**src/rtl/sfd_pkg.sv**
```systemverilog
// ----------------------------------------------------------------------------
// sfd_pkg: shared types and constants of the serial-bus frame decoder
// Frame layout, link status codes and the frame record passed from the
// byte collector to the channel emitter.
// ----------------------------------------------------------------------------
package sfd_pkg;

	// frame layout
	localparam int CHANNELS     = 16;
	localparam int CHAN_W       = $clog2(CHANNELS);
	localparam int VALUE_W      = 11;
	localparam int DATA_BYTES   = 22;
	localparam int STORED_BYTES = DATA_BYTES + 1;
	localparam int DATA_W       = DATA_BYTES * 8;
	localparam int STORE_W      = STORED_BYTES * 8;
	localparam int POS_W        = 5;
	localparam int BASE_W       = $clog2(DATA_W);

	localparam logic [7:0] START_BYTE   = 8'h0f;
	localparam logic [7:0] END_BYTE     = 8'h00;
	localparam int         LOST_BIT     = 2;
	localparam int         FAILSAFE_BIT = 3;

	// queue between collector and emitter
	localparam int QDEPTH = 2;
	localparam int QPTR_W = $clog2(QDEPTH);
	localparam int QCNT_W = $clog2(QDEPTH + 1);

	// output item packing
	localparam int OUT_FIELDS_W = CHAN_W + VALUE_W + 2;
	localparam int OUT_TDATA_W  = ((OUT_FIELDS_W + 7) / 8) * 8;

	typedef enum logic [1:0] {
		LINK_OK       = 2'd0,
		LINK_LOST     = 2'd1,
		LINK_FAILSAFE = 2'd2
	} link_status_t;

	// one complete, checked frame
	typedef struct packed {
		link_status_t      status;
		logic [DATA_W-1:0] data;
	} frame_t;

	// queue handshake between front and back
	typedef struct packed {
		logic full;
		logic empty;
	} q_status_t;

	function automatic link_status_t decode_flags(input logic [7:0] flags);
		link_status_t s;
		if (flags[FAILSAFE_BIT]) begin
			s = LINK_FAILSAFE;
		end else if (flags[LOST_BIT]) begin
			s = LINK_LOST;
		end else begin
			s = LINK_OK;
		end
		return s;
	endfunction

endpackage

```
**src/rtl/sbus_frame_decoder_top.sv**
```systemverilog
// ----------------------------------------------------------------------------
// sbus_frame_decoder_top: serial-bus frame decoder, 16 proportional channels
// Collects 25-byte frames from a byte stream and emits one item per channel.
//
//   channel  dir  tdata bits (low first)                         tlast
//   s_*      in   [7:0] rx_byte                                   -
//   m_*      out  [3:0] channel_index, [14:4] channel_value,      last
//                 [16:15] link_status, [23:17] zero
//
// Each input byte is accepted while s_tready is high; a good end byte hands the frame to
// a two-entry queue, and the emitter loads it from the queue and then sends its 16 items,
// one per cycle while m_tready allows, from its output register.
// s_tready drops only on an end byte while the queue holds two frames.
// Reset returns the collector to hunting and empties queue and emitter.
// ----------------------------------------------------------------------------
module sbus_frame_decoder_top import sfd_pkg::*; (
	input  logic                   clk,
	input  logic                   arst_n,
	input  logic                   s_tvalid,
	output logic                   s_tready,
	input  logic [7:0]             s_tdata,   // [7:0] rx_byte
	output logic                   m_tvalid,
	input  logic                   m_tready,
	output logic [OUT_TDATA_W-1:0] m_tdata,   // [3:0] channel_index, [14:4] channel_value,
	                                          // [16:15] link_status, rest zero
	output logic                   m_tlast    // last
);

	q_status_t q_stat;
	logic      push;
	frame_t    push_frame;
	logic      pop;
	frame_t    pop_frame;

	sfd_front u_front (
		.clk        (clk),
		.arst_n     (arst_n),
		.s_tvalid   (s_tvalid),
		.s_tready   (s_tready),
		.s_tdata    (s_tdata),
		.q_stat     (q_stat),
		.push       (push),
		.push_frame (push_frame)
	);

	sfd_queue u_queue (
		.clk        (clk),
		.arst_n     (arst_n),
		.push       (push),
		.push_frame (push_frame),
		.pop        (pop),
		.pop_frame  (pop_frame),
		.q_stat     (q_stat)
	);

	sfd_back u_back (
		.clk       (clk),
		.arst_n    (arst_n),
		.q_stat    (q_stat),
		.pop_frame (pop_frame),
		.pop       (pop),
		.m_tvalid  (m_tvalid),
		.m_tready  (m_tready),
		.m_tdata   (m_tdata),
		.m_tlast   (m_tlast)
	);

endmodule

```
**src/rtl/sfd_front.sv**
```systemverilog
// ----------------------------------------------------------------------------
// sfd_front: byte collector
// Hunts for the start byte, shifts the 23 frame bytes into a shift line and,
// on a good end byte, pushes the frame and its link status into the queue.
// ----------------------------------------------------------------------------
module sfd_front import sfd_pkg::*; (
	input  logic       clk,
	input  logic       arst_n,
	input  logic       s_tvalid,
	output logic       s_tready,
	input  logic [7:0] s_tdata,     // [7:0] rx_byte
	input  q_status_t  q_stat,
	output logic       push,
	output frame_t     push_frame
);

	logic              in_frame_q;
	logic [POS_W-1:0]  pos_q;
	logic [STORE_W-1:0] bytes_q;
	logic              at_end;
	logic              take;

	// end-byte slot: position 23 or beyond
	assign at_end   = in_frame_q && (pos_q >= POS_W'(STORED_BYTES));
	assign s_tready = !(at_end && q_stat.full);
	assign take     = s_tvalid && s_tready;

	// frame push on a good end byte
	assign push              = take && at_end && (s_tdata == END_BYTE);
	assign push_frame.data   = bytes_q[DATA_W-1:0];
	assign push_frame.status = decode_flags(bytes_q[STORE_W-1 -: 8]);

	// frame position tracking
	always_ff @(posedge clk or negedge arst_n) begin
		if (!arst_n) begin
			in_frame_q <= 1'b0;
			pos_q      <= '0;
		end else if (take) begin
			if (!in_frame_q) begin
				if (s_tdata == START_BYTE) begin
					in_frame_q <= 1'b1;
					pos_q      <= '0;
				end
			end else if (at_end) begin
				in_frame_q <= 1'b0;
				pos_q      <= '0;
			end else begin
				pos_q <= pos_q + 1'b1;
			end
		end
	end

	// shift line: first data byte ends up in the low bits
	always_ff @(posedge clk) begin
		if (take && in_frame_q && !at_end) begin
			bytes_q <= {s_tdata, bytes_q[STORE_W-1:8]};
		end
	end

endmodule

```
**src/rtl/sfd_queue.sv**
```systemverilog
// ----------------------------------------------------------------------------
// sfd_queue: short frame queue
// Holds checked frames between the collector and the emitter.
// ----------------------------------------------------------------------------
module sfd_queue import sfd_pkg::*; (
	input  logic      clk,
	input  logic      arst_n,
	input  logic      push,
	input  frame_t    push_frame,
	input  logic      pop,
	output frame_t    pop_frame,
	output q_status_t q_stat
);

	frame_t            entry_q [QDEPTH];
	logic [QPTR_W-1:0] wr_ptr_q;
	logic [QPTR_W-1:0] rd_ptr_q;
	logic [QCNT_W-1:0] count_q;
	logic              do_push;
	logic              do_pop;

	assign q_stat.full  = (count_q == QCNT_W'(QDEPTH));
	assign q_stat.empty = (count_q == '0);
	assign do_push      = push && !q_stat.full;
	assign do_pop       = pop && !q_stat.empty;
	assign pop_frame    = entry_q[rd_ptr_q];

	// pointers and fill count
	always_ff @(posedge clk or negedge arst_n) begin
		if (!arst_n) begin
			wr_ptr_q <= '0;
			rd_ptr_q <= '0;
			count_q  <= '0;
		end else begin
			if (do_push) begin
				wr_ptr_q <= (wr_ptr_q == QPTR_W'(QDEPTH - 1)) ? '0 : wr_ptr_q + 1'b1;
			end
			if (do_pop) begin
				rd_ptr_q <= (rd_ptr_q == QPTR_W'(QDEPTH - 1)) ? '0 : rd_ptr_q + 1'b1;
			end
			case ({do_push, do_pop})
				2'b10:   count_q <= count_q + 1'b1;
				2'b01:   count_q <= count_q - 1'b1;
				default: count_q <= count_q;
			endcase
		end
	end

	// entry storage
	always_ff @(posedge clk) begin
		if (do_push) begin
			entry_q[wr_ptr_q] <= push_frame;
		end
	end

endmodule

```
**src/rtl/sfd_back.sv**
```systemverilog
// ----------------------------------------------------------------------------
// sfd_back: channel emitter
// Takes one frame from the queue and emits its 16 channel items, one per
// cycle while the receiver accepts them, through an output register.
// ----------------------------------------------------------------------------
module sfd_back import sfd_pkg::*; (
	input  logic                   clk,
	input  logic                   arst_n,
	input  q_status_t              q_stat,
	input  frame_t                 pop_frame,
	output logic                   pop,
	output logic                   m_tvalid,
	input  logic                   m_tready,
	output logic [OUT_TDATA_W-1:0] m_tdata,  // [3:0] channel_index, [14:4] channel_value,
	                                         // [16:15] link_status, rest zero
	output logic                   m_tlast   // last
);

	logic [DATA_W-1:0] frame_q;
	link_status_t      status_q;
	logic              busy_q;
	logic [CHAN_W-1:0] chan_q;
	logic              out_valid_q;
	logic [OUT_FIELDS_W-1:0] out_data_q;
	logic              out_last_q;
	logic              out_free;
	logic              emit;
	logic [BASE_W-1:0] base;
	logic [VALUE_W-1:0] value;

	assign out_free = !out_valid_q || m_tready;
	assign emit     = busy_q && out_free;
	assign pop      = !busy_q && !q_stat.empty;

	// channel c sits at bits 11*c .. 11*c+10
	assign base  = BASE_W'(chan_q) * BASE_W'(VALUE_W);
	assign value = frame_q[base +: VALUE_W];

	// frame load and channel sequencing
	always_ff @(posedge clk or negedge arst_n) begin
		if (!arst_n) begin
			busy_q <= 1'b0;
			chan_q <= '0;
		end else if (pop) begin
			busy_q <= 1'b1;
			chan_q <= '0;
		end else if (emit) begin
			chan_q <= chan_q + 1'b1;
			if (chan_q == CHAN_W'(CHANNELS - 1)) begin
				busy_q <= 1'b0;
			end
		end
	end

	always_ff @(posedge clk) begin
		if (pop) begin
			frame_q  <= pop_frame.data;
			status_q <= pop_frame.status;
		end
	end

	// output register
	always_ff @(posedge clk or negedge arst_n) begin
		if (!arst_n) begin
			out_valid_q <= 1'b0;
		end else if (out_free) begin
			out_valid_q <= emit;
		end
	end

	always_ff @(posedge clk) begin
		if (emit) begin
			out_data_q <= {status_q, value, chan_q};
			out_last_q <= (chan_q == CHAN_W'(CHANNELS - 1));
		end
	end

	assign m_tvalid = out_valid_q;
	assign m_tdata  = OUT_TDATA_W'(out_data_q);
	assign m_tlast  = out_last_q;

endmodule

```
**config.mk**
```make
export PLATFORM = sky130hd
export DESIGN_NAME = sbus_frame_decoder_top
export DESIGN_NICKNAME = d
export VERILOG_FILES = /design/src/rtl/sfd_pkg.sv /design/src/rtl/sbus_frame_decoder_top.sv /design/src/rtl/sfd_front.sv /design/src/rtl/sfd_queue.sv /design/src/rtl/sfd_back.sv
export SDC_FILE = /design/constraint.sdc
export NUM_CORES = 1
export LEC_CHECK = 0
export BUFFER_PORTS_ARGS = -buffer_cell sky130_fd_sc_hd__buf_2
export CAP_MARGIN = 20
export CORE_UTILIZATION = 65
export CTS_BUF_LIST = sky130_fd_sc_hd__clkbuf_16
export DETAILED_ROUTE_END_ITERATION = 6
export PLACE_DENSITY = 0.82
export SLEW_MARGIN = 20
export SYNTH_ARGS = -nofsm -noshare
export SYNTH_HDL_FRONTEND = slang
export SYNTH_SLANG_ARGS = --single-unit
```
**constraint.sdc**
```tcl
create_clock -name clk -period 20.7 [get_ports clk]
set_input_delay 4.14 -clock clk [delete_from_list [all_inputs] [get_ports clk]]
set_output_delay 4.14 -clock clk [all_outputs]
set_load 0.005 [all_outputs]
```
==> flow_summary.toml <==
[placement]
hpwl_um = 24500
portBuffers = 31
place_ws_ps = 12910
gp_congestion = 0.750
placed_area_sq_um = 27200

[yosys]
ys_types = 42
synthTopCellsByCount = "736 x edfxtp_1, 179 x mux2_2, 33 x mux2i_1, 33 x mux4_2, 22 x clkbuf_1"
synth_top_area_share_pct = 83.4
synth_area_leaders = "edfxtp_1 83%, mux2_2 7.6%, mux4_2 2.8%"
synth-seq-area-share_pct = 84.9
ys_ff_latch = 752
yosys.area.top_type = "edfxtp_1"
synth_most_common_cell = "edfxtp_1"
syn_area_per_cell_sq_um = 23.2
synth_edf_count = 736
netlist_instances = 1144
syn_area_sq_um = 26500
synthArstFlopShare_pct = 2.13
synthFlopType = "edfxtp_1"
yosys_warnings = 0

[sta]
tns_ps = 0
hold_viol = 0
setup_slack_ps = 13520
worst_slew_pin_slew_ps = 1100
setup_viol = 0
timing.final.crit_share_pct = 34.7
skew_ps = 25.0
rsz0062_at_grt = "false"
fmax_mhz = 139
max_slew_margin_pct = 26.6
drv_slew = 0
fin_crit_ps = 7180

[setup_path]
arrival_ps = 7370
crit_buf_inv = 2
max_stage_delay_ps = 970
cp_max_fo = 77
cpLargestDelayFamily = "simple AND/OR/NAND/NOR gates"
worstSetupEndpointType = "register"
worstSetupStartpointType = "input pin"
path_cells = "buf_2, or4_4, or4_4, nor2_4, buf_4"
required_ps = 20890
path_class = "input pin to register"
worst_path_max_delay_cell = "buf_4"
r2r_slack_ps = 16780
cp_common_cell = "or4_4"

[floorplan]
die_h_um = 204
start_util_pct = 66.2
die_area_sq_um = 41600
ioPinCount = 39
rows = 73
core_sq_um = 40000
die_w_um = 204

[layout]
areaGrowthSynthToFinish_pct = 11.3
finalInstanceArea_sq_um = 29500
antenna_cells = 0
num-nets-final = 1234
drive_gt1_share_pct = 27.9
final_util_pct = 73.7

[flow_run]
maxCapViolCount = 0

[clocking]
clk_latency_ps = 590
cts_hold_buf = 0
clock-sinks = 752
clockBufferDepth = 3
cts-htree-levels = 3
cts_tree = "built"
cts_buffers = 70
cts_resized = 0
clkTransAtPathRegs_ps = 60
ctsRootBufferMaster = "clkbuf_16"
post_cts_buffers = 0

[grt]
grt_use_total_pct = 23.5
antenna_found_initial = 0
grt_start_max_net_pins = 185
overflow = 0
grt_pass1_wl_um = 70200
grt_pass1_vias = 11379

[power_and_ir_drop]
leakage_uw = 0.00945
power_density_nw_per_um2 = 112
ir_worst_vdd_mv = 0.0741

[status]
status = "finished clean"

[drt]
antenna_left = 0
vias_per_cell = 6.20
routedWlPerCell_um = 26.5
vias = 11150
drc = 0
firstDrtPassIters = 5
drt_iter0_markers = 1242
wirelength_um = 47500

[hold_path]
holdCritPathClass = "register to register"
path summary, 6_finish.rpt:
check | startpoint | end | cells after the start
max in group asynchronous | arst_n | u_back.chan_q[0]$_DFFE_PN0P_ | 1
setup reg to reg | u_front.pos_q[1]$_DFFE_PN0P_ | u_queue.entry_q[0][107]$_DFFE_PP_ | 6
hold / removal | u_back.status_q[1]$_DFFE_PP_ | u_back.out_data_q[16]$_DFFE_PP_ | 0
min in group asynchronous | arst_n | u_front.in_frame_q$_DFFE_PN0P_ | 1
hold reg to reg | u_back.status_q[1]$_DFFE_PP_ | u_back.out_data_q[16]$_DFFE_PP_ | 0
setup / recovery | s_tdata[5] | u_queue.entry_q[0][107]$_DFFE_PP_ | 5
routing by layer:
metal	GRT usage, %	routed length [um]	vias up	part of all wire, %
li1	-	-	4780	-
met3	4.11	2830	98	5.9
met5	0	0	-	0
met1	32.8	19400	5804	41
met2	38.6	24100	468	51
met4	7.33	1200	0	2.5
cells by family (layout without fill, tap and decap cells):
logic type	Yosys count	after routing	share of synthesized area, %
mux	245	245	11.7
fa+ha+maj	3	3	0.142
xor+xnor	7	7	0.260
buf+inv	52	174	0.959
simple gates	36	36	0.765
compound gates	48	48	1.28
other cells	1	7	0.0142
flops	752	752	84.9
metrics by stage:
stage,hold slack [ps],total power [uW],std cells
finish,424,3300,1797
global route,425,3390,1797
CTS,420,3320,1797
detailed placement,407,2080,1672
global placement,403,2070,1672
floorplan,400,1950,1150
final cells by class:
class / instances / area, sq um
Clock inverter: 51 / 388
Inverter: 6 / 30.0
Fill cell: 2022 / 10500
Sequential cell: 752 / 22500
Tap cell: 525 / 657
Clock buffer: 74 / 1850
Multi-Input combinational cell: 346 / 3790
Timing Repair Buffer: 43 / 258
power by group:
part / internal [uW] / leakage, uW / switching (uW)
clock network: 720 / 0.00116 / 531
logic: 118 / 0.00145 / 194
registers: 1710 / 0.00684 / 35.2
total: 2540 / 0.00945 / 761
sequential cells by signal (all words and copies together) (netlist names):
name and count:
u_front.in_frame_q 1, u_back.busy_q 1, u_back.m_tlast 1, u_back.chan_q 4, u_front.bytes_q 184, u_back.status_q 2
u_queue.wr_ptr_q 1, u_queue.count_q 2, u_back.m_tvalid 1, u_back.out_data_q 17, u_back.frame_q 176, u_queue.rd_ptr_q 1
u_queue.entry_q 356, u_front.pos_q 5
layout by cell type (no fill, tap or decap), types with 3 or more instances in the layout:
cell type / n
a21oi_1: 3
a22oi_1: 11
a32oi_1: 11
buf_2: 31
buf_4: 11
bufinv_16: 6
clkbuf_16: 74
clkinv_1: 17
clkinv_2: 3
conb_1: 7
dfrtp_1: 13
edfxtp_1: 736
ha_1: 3
inv_1: 24
mux2_2: 179
mux2i_1: 33
mux4_2: 33
nand2_1: 4
nand2b_1: 3
nand3_1: 3
nor2_1: 6
nor2_4: 3
o21ai_0: 13
xnor2_1: 3
xor2_1: 3
worst reg2reg max path, delay by kind of cell, from the launching register on:
family / cells / cell delay, ps
buf+inv: 1 / 990
flops: 1 / 390
fa+ha+maj: 1 / 230
simple gates: 3 / 1720
compound gates: 1 / 150
(Power assumes the default switching activity.)
